==> src/design/sct_pkg.sv <==
// Shared constants, types and helpers for the counting semaphore table.
package sct_pkg;

    localparam int NUM_SEM  = 32;
    localparam int WQ_DEPTH = 16;

    localparam int IDX_W   = (NUM_SEM > 1) ? $clog2(NUM_SEM) : 1;
    localparam int SCAN_W  = $clog2(NUM_SEM + 1);
    localparam int PTR_W   = (WQ_DEPTH > 1) ? $clog2(WQ_DEPTH) : 1;
    localparam int LEN_W   = $clog2(WQ_DEPTH + 1);
    localparam int WADDR_W = (NUM_SEM * WQ_DEPTH > 1) ? $clog2(NUM_SEM * WQ_DEPTH) : 1;

    localparam logic [15:0] COUNT_MAX = 16'hFFFF;

    // request codes
    localparam logic [1:0] REQ_CREATE = 2'd0;
    localparam logic [1:0] REQ_WAIT   = 2'd1;
    localparam logic [1:0] REQ_POST   = 2'd2;

    // status codes
    localparam logic [1:0] ST_OK   = 2'd0;
    localparam logic [1:0] ST_MISS = 2'd1;
    localparam logic [1:0] ST_FULL = 2'd2;

    typedef enum logic [2:0] {
        S_IDLE,
        S_SCAN,
        S_EXEC,
        S_WAKE,
        S_DONE
    } t_state;

    typedef struct packed {
        logic [31:0]      key;
        logic [15:0]      count;
        logic [PTR_W-1:0] head;
        logic [PTR_W-1:0] tail;
        logic [LEN_W-1:0] len;
    } t_ent_rec;

    typedef struct packed {
        logic             en;
        logic [IDX_W-1:0] addr;
        t_ent_rec         rec;
    } t_tbl_wr;

    function automatic logic [PTR_W-1:0] next_ptr(input logic [PTR_W-1:0] ptr);
        logic [PTR_W-1:0] res;
        if (ptr == PTR_W'(WQ_DEPTH - 1)) begin
            res = '0;
        end else begin
            res = ptr + PTR_W'(1);
        end
        return res;
    endfunction

    function automatic logic [WADDR_W-1:0] wq_addr(input logic [IDX_W-1:0] idx,
                                                   input logic [PTR_W-1:0] ptr);
        return WADDR_W'(idx) * WADDR_W'(WQ_DEPTH) + WADDR_W'(ptr);
    endfunction

endpackage

==> src/design/sct_waiter_ram.sv <==
// Wait queue storage: one slot per semaphore and queue position.
module sct_waiter_ram (
    input  logic                        i_clk,
    input  logic                        i_we,
    input  logic [sct_pkg::WADDR_W-1:0] i_waddr,
    input  logic [5:0]                  i_wdata,
    input  logic [sct_pkg::WADDR_W-1:0] i_raddr,
    output logic [5:0]                  o_rdata
);
    import sct_pkg::*;

    logic [5:0] mem [NUM_SEM * WQ_DEPTH];
    logic [5:0] r_rdata;

    always_ff @(posedge i_clk) begin
        if (i_we) begin
            mem[i_waddr] <= i_wdata;
        end
        r_rdata <= mem[i_raddr];
    end

    assign o_rdata = r_rdata;

endmodule

==> config.mk <==
export PLATFORM = sky130hd
export DESIGN_NAME = sct_waiter_ram
export DESIGN_NICKNAME = d
export VERILOG_FILES = /design/src/design/sct_pkg.sv /design/src/design/sct_waiter_ram.sv
export SDC_FILE = /design/constraint.sdc
export NUM_CORES = 2
export LEC_CHECK = 0
export BUFFER_PORTS_ARGS = -buffer_cell sky130_fd_sc_hd__buf_4
export CELL_PAD_IN_SITES_DETAIL_PLACEMENT = 0
export CELL_PAD_IN_SITES_GLOBAL_PLACEMENT = 2
export CORE_UTILIZATION = 30
export DETAILED_ROUTE_END_ITERATION = 12
export PLACE_DENSITY_LB_ADDON = 0.1
export SLEW_MARGIN = 20
export SYNTH_ARGS = -nofsm -noshare
export SYNTH_HDL_FRONTEND = slang
export SYNTH_SLANG_ARGS = --single-unit
==> constraint.sdc <==
create_clock -name i_clk -period 2.2 [get_ports i_clk]
set_clock_uncertainty 0.05 [all_clocks]
set_input_delay 0.22 -clock i_clk [delete_from_list [all_inputs] [get_ports i_clk]]
set_output_delay 0.22 -clock i_clk [all_outputs]
set_load 0.01 [all_outputs]
==> results_dict.tcl <==
set metrics [dict create \
    outcome "complete, but fails checks" \
    violations "setup timing" \
    synth_warnings 0 \
    syn_area_per_cell_sq_um 19.7 \
    clockBufferDepth 4 \
    ys.flop_type "edfxtp_1" \
    cts_tree "built" \
    fin_crit_ps 2700 \
    critPathKind "flip-flop to flip-flop" \
    vias 66200 \
    synth_cell_types 80 \
    drt_pass1_iterations 7 \
    numCtsBuffers 363 \
    io_buffers 31 \
    rsz0062_at_grt "true" \
    ff_latch_area_sq_um 92400 \
    track_usage 0.194 \
    grt_pass1_vias 69000 \
    clock-sinks 3078 \
    num_rows 234 \
    stdcell_area_sq_um 152000 \
    place_ws_ps -1600 \
    cp.arrival_ps 3470 \
    place_area_sq_um 140000 \
    setup_viol 6 \
    timing_hold_violations_final 0 \
    start_util 0.301 \
    drc 0 \
    relSlewSlack 0.254 \
    async_reset_ff_frac 0 \
    critPathCaptureType "flip-flop" \
    worst_slack_ps -495 \
    grt_pass1_wl_mm 559 \
    grt_max_degree 95 \
    start_kind "flip-flop" \
    dp.cells 12800 \
    required_ps 2980 \
    drt-total-wl_mm 404 \
    die_y_microns 641 \
    hpwl_mm 274 \
    cts.root.buffer_cell "clkbuf_16" \
    synth_edf_count 3072 \
    fmax_mhz 371 \
    min_period_over_period 1.23 \
    synth_cells 6231 \
    drive_gt1_frac 0.321 \
    ys_seq_elements 3078 \
    routedWlPerCell_microns 30.0 \
    clk_latency_ps 960 \
    grt_antenna_before_repair 35 \
    ys_seq_area_frac 0.754 \
    min_from "i_waddr[5]" \
    drv_slew 0 \
    core_sq_um 406000 \
    nNetsFinal 7730 \
    total_power_mw 131 \
    cts_max_level 5 \
    synth_nets 6257 \
    drtAntennaViolNets 0 \
    synthesis.area_sq_um 122000 \
    gr-total-overflow 0 \
    drt-initial-drc-count 6122 \
    die-area_sq_um 411000 \
    timing.critical_path.from "mem[117][5]$_DFFE_PP_" \
    p_leak_nw 50.9 \
    hp-class "primary input to flip-flop" \
    fillers 37600 \
    die_w_microns 641 \
    syn2layout_area_growth_pct 24.3 \
    tightest_slew_ps 1110 \
    clk_pin_slew_ps 60 \
    multi_input_comb_area_sq_um 27700 \
    r2r_start "mem[117][5]$_DFFE_PP_" \
    tns_ps -1650 \
    avgViaCountPerCell 4.93 \
    instances_no_fill 13400 \
    pin_count 32 \
    gp_congestion 0.803 \
    power_density_nw_per_um2 859 \
    worst-path-max-fanout 2 \
    maxCapViolations 0 \
    peakVddDrop_v 0.000639 \
]
==> cells in the mapped netlist (all sizes together), types with 24 or more instances <==
cell     number  share of area
edfxtp     3072           0.75
nor2        586          0.018
o221ai      198          0.014
mux2i       531          0.043
nand2       136         0.0042
mux4        518          0.099
a21oi       105         0.0043
o22ai       145         0.0078
buf         235          0.019
nor3        123         0.0050
o21ai        68         0.0028
nand3        43         0.0018
nand4        24         0.0012
clkbuf      168         0.0067
a2111oi      37         0.0027
==> state kept, by name, indices dropped and copies added (netlist names) <==
| name | flops |
|---|---|
| o_rdata | 6 |
| mem | 3072 |
==> path summary, 6_finish.rpt <==
| path | to | slack (ps) | cells after the start |
|---|---|---|---|
| worst min-delay path | mem[28][4]$_DFFE_PP_ | 110 | 5 |
| worst min register to register | o_rdata[2]$_DFF_P_ | 1190 | 6 |
| worst max-delay path | o_rdata[5]$_DFF_P_ | -500 | 9 |
| worst max register to register | o_rdata[5]$_DFF_P_ | -500 | 9 |
==> cells by family after synthesis <==
family                 share of synthesized area
muxes                                      0.144
and+or+nand+nor                           0.0366
DFF                                        0.754
buffers and inverters                     0.0260
AOI/OAI and AO/OA                         0.0395
==> power by group <==
| part | internal [mW] | switching (mW) |
|---|---|---|
| Combinational | 3.05 | 4.81 |
| Clock | 34.1 | 24.1 |
| Sequential | 64.6 | 0.0851 |
| Total | 102 | 29.0 |
==> layer usage <==
layer	vias up	global-route usage	share of wire
met2	1433	0.321	0.48
li1	28800	-	-
met4	4	0.0363	0.018
met3	389	0.0281	0.045
met1	35500	0.273	0.46
met5	-	0	0.000067
==> metrics by stage <==
| stage | util | hold slack, ps |
|---|---|---|
| after floorplan | - | 269 |
| after global placement | 0.344 | 583 |
| after detailed placement | 0.344 | 582 |
| after CTS | 0.374 | 29.4 |
| after global routing | 0.374 | 59.1 |
| final | 0.374 | 105 |
==> repair_timing <==
item / 4_1_cts / 5_1_grt
buffers inserted: 1 / 2
gates resized for setup: 122 / 48
setup endpoints to repair: 6 / 6
hold buffers: 12 / 0
pin swaps: 39 / 37
hold endpoints to repair: 1705 / 0
==> final cells by class <==
| class | count | share of cell area |
|---|---|---|
| clock buffers | 456 | 0.0632 |
| clock inverters | 199 | 0.0116 |
| diodes | 7 | 0.000115 |
| inverters | 3 | 0.000156 |
| multi-input cells | 2746 | 0.182 |
| repair buffers | 1512 | 0.0910 |
| well taps | 5428 | 0.0446 |
| flip-flops and latches | 3078 | 0.607 |
==> placed cells by master, fill, tap and decap left out, drive strengths merged, types with 5 or more instances in the layout <==
master / synthesis / routed
nor2b: 9 / 9
nand4: 24 / 24
buf: 235 / 1499
nor2: 586 / 586
o2111ai: 6 / 6
mux4: 518 / 518
a22oi: 12 / 12
and3: 14 / 14
mux2: 10 / 10
diode: 0 / 7
dlygate4sd3: 0 / 12
clkinv: 1 / 150
o22a: 13 / 13
clkbuf: 168 / 457
a2111oi: 37 / 37
nand3: 43 / 43
o221ai: 198 / 198
bufinv: 0 / 27
dfxtp: 6 / 6
nor3b: 7 / 7
a211oi: 9 / 9
and2: 6 / 6
inv: 2 / 11
and4: 6 / 6
nor4: 21 / 21
nor3: 123 / 123
o22ai: 145 / 145
o21ai: 68 / 68
nand3b: 5 / 5
a21oi: 105 / 105
a211o: 16 / 16
clkinvlp: 0 / 14
o31ai: 12 / 12
edfxtp: 3072 / 3072
a31oi: 15 / 15
nand2b: 9 / 9
nand2: 136 / 136
mux2i: 531 / 531
or3: 5 / 5
==> worst max-delay path, stage by stage (launching register included) <==
cell       delay [ps]
edfxtp_1          380
mux4_2            550
a211oi_4          300
a2111oi_2          60
nor4b_2           190
nand3b_1          180
buf_6             140
nand4_1           270
buf_4             270
and4bb_1          190
Note: power is estimated with default switching activity, not from simulation.
