`config.mk`:
```
export PLATFORM = sky130hd
export DESIGN_NAME = sct_entry_table
export DESIGN_NICKNAME = d
export VERILOG_FILES = /design/src/design/sct_pkg.sv /design/src/design/sct_entry_table.sv
export SDC_FILE = /design/constraint.sdc
export NUM_CORES = 2
export LEC_CHECK = 0
export BUFFER_PORTS_ARGS = -buffer_cell sky130_fd_sc_hd__buf_2
export CAP_MARGIN = 0
export CORE_AREA = 2 2 435 329
export DETAILED_ROUTE_END_ITERATION = 8
export DIE_AREA = 0 0 437 331
export GPL_TIMING_DRIVEN = 0
export PLACE_DENSITY_LB_ADDON = 0.2
export SYNTH_ARGS = -nofsm -noshare
export SYNTH_HDL_FRONTEND = slang
export SYNTH_SLANG_ARGS = --single-unit
```
`constraint.sdc`:
```
create_clock -name i_clk -period 4.4 [get_ports i_clk]
set_clock_uncertainty 0.1 [all_clocks]
set_input_delay 0.88 -clock i_clk [delete_from_list [all_inputs] [get_ports i_clk]]
set_output_delay 0.88 -clock i_clk [all_outputs]
set_load 0.01 [all_outputs]
```
`src/design/sct_pkg.sv`:
```
// Shared constants, types and helpers for the counting semaphore table.
package sct_pkg;

    localparam int NUM_SEM  = 32;
    localparam int WQ_DEPTH = 16;

    localparam int IDX_W   = (NUM_SEM > 1) ? $clog2(NUM_SEM) : 1;
    localparam int SCAN_W  = $clog2(NUM_SEM + 1);
    localparam int PTR_W   = (WQ_DEPTH > 1) ? $clog2(WQ_DEPTH) : 1;
    localparam int LEN_W   = $clog2(WQ_DEPTH + 1);
    localparam int WADDR_W = (NUM_SEM * WQ_DEPTH > 1) ? $clog2(NUM_SEM * WQ_DEPTH) : 1;

    localparam logic [15:0] COUNT_MAX = 16'hFFFF;

    // request codes
    localparam logic [1:0] REQ_CREATE = 2'd0;
    localparam logic [1:0] REQ_WAIT   = 2'd1;
    localparam logic [1:0] REQ_POST   = 2'd2;

    // status codes
    localparam logic [1:0] ST_OK   = 2'd0;
    localparam logic [1:0] ST_MISS = 2'd1;
    localparam logic [1:0] ST_FULL = 2'd2;

    typedef enum logic [2:0] {
        S_IDLE,
        S_SCAN,
        S_EXEC,
        S_WAKE,
        S_DONE
    } t_state;

    typedef struct packed {
        logic [31:0]      key;
        logic [15:0]      count;
        logic [PTR_W-1:0] head;
        logic [PTR_W-1:0] tail;
        logic [LEN_W-1:0] len;
    } t_ent_rec;

    typedef struct packed {
        logic             en;
        logic [IDX_W-1:0] addr;
        t_ent_rec         rec;
    } t_tbl_wr;

    function automatic logic [PTR_W-1:0] next_ptr(input logic [PTR_W-1:0] ptr);
        logic [PTR_W-1:0] res;
        if (ptr == PTR_W'(WQ_DEPTH - 1)) begin
            res = '0;
        end else begin
            res = ptr + PTR_W'(1);
        end
        return res;
    endfunction

    function automatic logic [WADDR_W-1:0] wq_addr(input logic [IDX_W-1:0] idx,
                                                   input logic [PTR_W-1:0] ptr);
        return WADDR_W'(idx) * WADDR_W'(WQ_DEPTH) + WADDR_W'(ptr);
    endfunction

endpackage

```
`src/design/sct_entry_table.sv`:
```
// Semaphore entry table: in-use flags plus record memory (key, count, queue pointers).
module sct_entry_table (
    input  logic                     i_clk,
    input  logic                     i_rst_n,
    input  logic [sct_pkg::IDX_W-1:0] i_raddr,
    output sct_pkg::t_ent_rec        o_rec,
    output logic [sct_pkg::NUM_SEM-1:0] o_in_use,
    input  sct_pkg::t_tbl_wr         i_wr
);
    import sct_pkg::*;

    t_ent_rec               mem [NUM_SEM];
    t_ent_rec               r_rec;
    logic [NUM_SEM-1:0]     r_in_use;

    always_ff @(posedge i_clk) begin
        if (i_wr.en) begin
            mem[i_wr.addr] <= i_wr.rec;
        end
        r_rec <= mem[i_raddr];
    end

    // any record write marks the entry as claimed
    always_ff @(posedge i_clk) begin
        if (!i_rst_n) begin
            r_in_use <= '0;
        end else if (i_wr.en) begin
            r_in_use[i_wr.addr] <= 1'b1;
        end
    end

    assign o_rec    = r_rec;
    assign o_in_use = r_in_use;

endmodule

```
==> results_dict.tcl <==
set metrics [dict create \
    outcome "finished clean" \
    cp.buffers_inverters 3 \
    route.detailed.vias_per_inst 6.031 \
    cp_num_cells 7 \
    max-clock-path-buffers 3 \
    synth_fp_nets 4403 \
    maxCapViolCount 0 \
    critical-path-max-stage-delay_ps 660 \
    hold_depth 2 \
    gp_congestion 0.7765 \
    proportion_of_layout_cells_with_a_drive_suffix_above_1_pct 14.06 \
    finalSetupViolCount 0 \
    tritoncts_num_sinks 2045 \
    antenna_found_initial 7 \
    critical_path_class "in2reg" \
    cts_inserted_buffers 189 \
    syn_area_per_cell_um2 18.04 \
    mostFrequentLayoutCell "sky130_fd_sc_hd__edfxtp_1" \
    floorplan.io_pins 167 \
    hold_class "in2reg" \
    maxSlewViolCount 0 \
    ctsHoldBuffers 0 \
    clk_transition_reported_paths_ps 60 \
    power.total_w 0.04007 \
    die-area_mm2 0.1446 \
    synth_top_cells_by_area "sky130_fd_sc_hd__edfxtp_1 (75%), sky130_fd_sc_hd__mux2i_1 (13%), sky130_fd_sc_hd__dfxtp_1 (2.4%)" \
    synth.top_cell.area_share_pct 75.05 \
    cts_tree "yes" \
    die_width_um 437 \
    setup.worst_path.start_class "input pin" \
    synth.area.mux_share_pct 12.51 \
    worstRegToRegCells 5 \
    post-route-period-util_pct 65.25 \
    synthesis.area_mm2 0.07810 \
    start_util_pct 55.80 \
    cp_slowest_cell "sky130_fd_sc_hd__buf_1" \
    relSlewSlack_pct 22.77 \
    clock.fmax_mhz 348.3 \
    crit_fanout 10 \
    critical_path.most_common_cell "sky130_fd_sc_hd__buf_2" \
    final.setup.tns_ps 0 \
    drt-wirelength-per-cell_um 27.78 \
    worstMarginPinSlew_ps 1158 \
    timing.critical_path.to_type "flip-flop" \
    combinational_family_with_the_most_area_after_synthesis "multiplexers" \
    yosysUniqueCellTypes 28 \
    dp_hpwl_um 124100 \
    netlist.top_cell.by_area "sky130_fd_sc_hd__edfxtp_1" \
    p_r_area_growth_vs_syn_pct 13.96 \
    drcViolationCount 0 \
    insertion_delay_ps 840 \
    floorplan.rows 119 \
    rsz0062_at_grt "no" \
    detail-route-antenna-nets 0 \
    placed_cells_incl_taps 6435 \
    synthAdderAreaFrac_pct 0 \
    parity_gate_share_of_the_synthesized_area_counting_xor_and_xnor_cells_pct 0 \
    grt_overflow_total 0 \
    final_cell_mix "sky130_fd_sc_hd__edfxtp_1 (1952), sky130_fd_sc_hd__mux2i_1 (976), sky130_fd_sc_hd__buf_2 (213), sky130_fd_sc_hd__clkbuf_16 (192)" \
    numPortBuffers 165 \
    instances_no_fill 6792 \
    coreArea_mm2 0.1400 \
    power-per-cell-area_mw_per_mm2 450.2 \
    synthSimpleGateAreaFrac_pct 2.770 \
    critPathArrivalTime_ps 3420 \
    synth_compound_gate_area_share_pct 5.096 \
    timing.critical_path.required_ps 4950 \
    p_leak_nw 31.33 \
    drt_pass1_iterations 6 \
    grt_max_degree 33 \
    finalHoldViolCount 0 \
    critical-path-top-delay-family "buffers and inverters" \
    critical_path.cell_chain "buf_2 > nor2_2 > buf_2 > buf_1 > nand2_1 > a31oi_1 > nand3_1" \
    routed-via-count 40970 \
    grt_pass1_wl_um 271600 \
    total_number_of_nets_in_the_final_design 4825 \
    vdd.ir_drop.worst_mv 0.3001 \
    wirelength_um 188700 \
    postCtsResizedCells 0 \
    yosys_warnings 0 \
    grt_pass1_vias 39280 \
    h-tree-depth 4 \
    syn-instance-count 4329 \
    detail_route.iter0.violations 5131 \
    postCtsSetupRepairBufs 0 \
    dieHeight_um 331 \
    cts.root.buffer_cell "sky130_fd_sc_hd__clkbuf_16" \
    yosys_register_bits 2045 \
    period_needed_ps 2871 \
    utilization_pct 63.59 \
    gr_util_all_layers_pct 25.97 \
    synth_seq_area_share_pct 77.43 \
]
-- cell type report --
cell class	instances	area, µm²
clock inverter	90	952.2
sequential	2045	60480
antenna	3	7.507
tap	1875	2346
timing repair buffer	231	2170
buffer	247	1714
multi-input combinational	2037	16150
fill	9675	50950
clock buffer	264	5185
-- synth_stat cells (all sizes together) --
master,count
a22oi,183
nor2,34
nor2b,2
o21a,32
a21oi,183
or2,1
and2,1
mux2i,976
dfxtp,93
a22o,122
nand2b,2
nand3,185
edfxtp,1952
buf,167
nor3,61
a31oi,61
clkbuf,80
or3,1
nand2,185
or3b,3
nand3b,5
-- sequential cells by signal, indices dropped and copies added (netlist names) --
register	count
mem	1952
o_rec	61
o_in_use	32
-- through the flow --
stage	setup WS, ps	cell area, µm²	hold slack, ps
6_report	1529	89010	230.0
3_5_place_dp	771.0	82860	347.6
5_1_grt	1520	89000	210.8
2_1_floorplan	-304.7	78110	409.4
4_1_cts	1611	89000	178.1
3_3_place_gp	-3606	81280	343.3
-- report_power, final --
| group | switching (W) | total [W] | internal [W] | leakage [nW] |
|---|---|---|---|---|
| Combinational | 0.00149 | 0.00219 | 0.000706 | 9.99 |
| Clock | 0.00713 | 0.0162 | 0.00906 | 2.99 |
| Sequential | 0.0000745 | 0.0217 | 0.0216 | 18.4 |
| Total | 0.00869 | 0.0401 | 0.0314 | 31.3 |
-- per-layer routing --
layer | share of wire, % | vias up | wire length [µm] | GRT usage (%)
li1 | - | 18060 | - | -
met1 | 44 | 20910 | 82180 | 38.67
met4 | 2.1 | 2 | 3999 | 6.627
met2 | 45 | 1771 | 84800 | 39.10
met5 | 0.0069 | - | 13 | 0
met3 | 9.4 | 225 | 17720 | 5.982
-- kinds of logic (layout without fill, tap and decap cells) --
family                 after synthesis  count (layout)
flip-flops                        2045            2045
AO/OA/AOI/OAI                      581             581
other                                0               3
AND/OR/NAND/NOR                    480             480
multiplexers                       976             976
buffers and inverters              247             832
-- path summary, 6_finish.rpt --
kind	from	end	slack, ps
setup reg to reg	mem[1][15]	o_rec[15]	2620
hold reg to reg	o_in_use[12]	o_in_use[12]	360
hold / removal	i_rst_n	o_in_use[0]	230
setup / recovery	i_raddr[1]	o_rec[37]	1530
No activity file was read; power rests on OpenSTA's default activity.
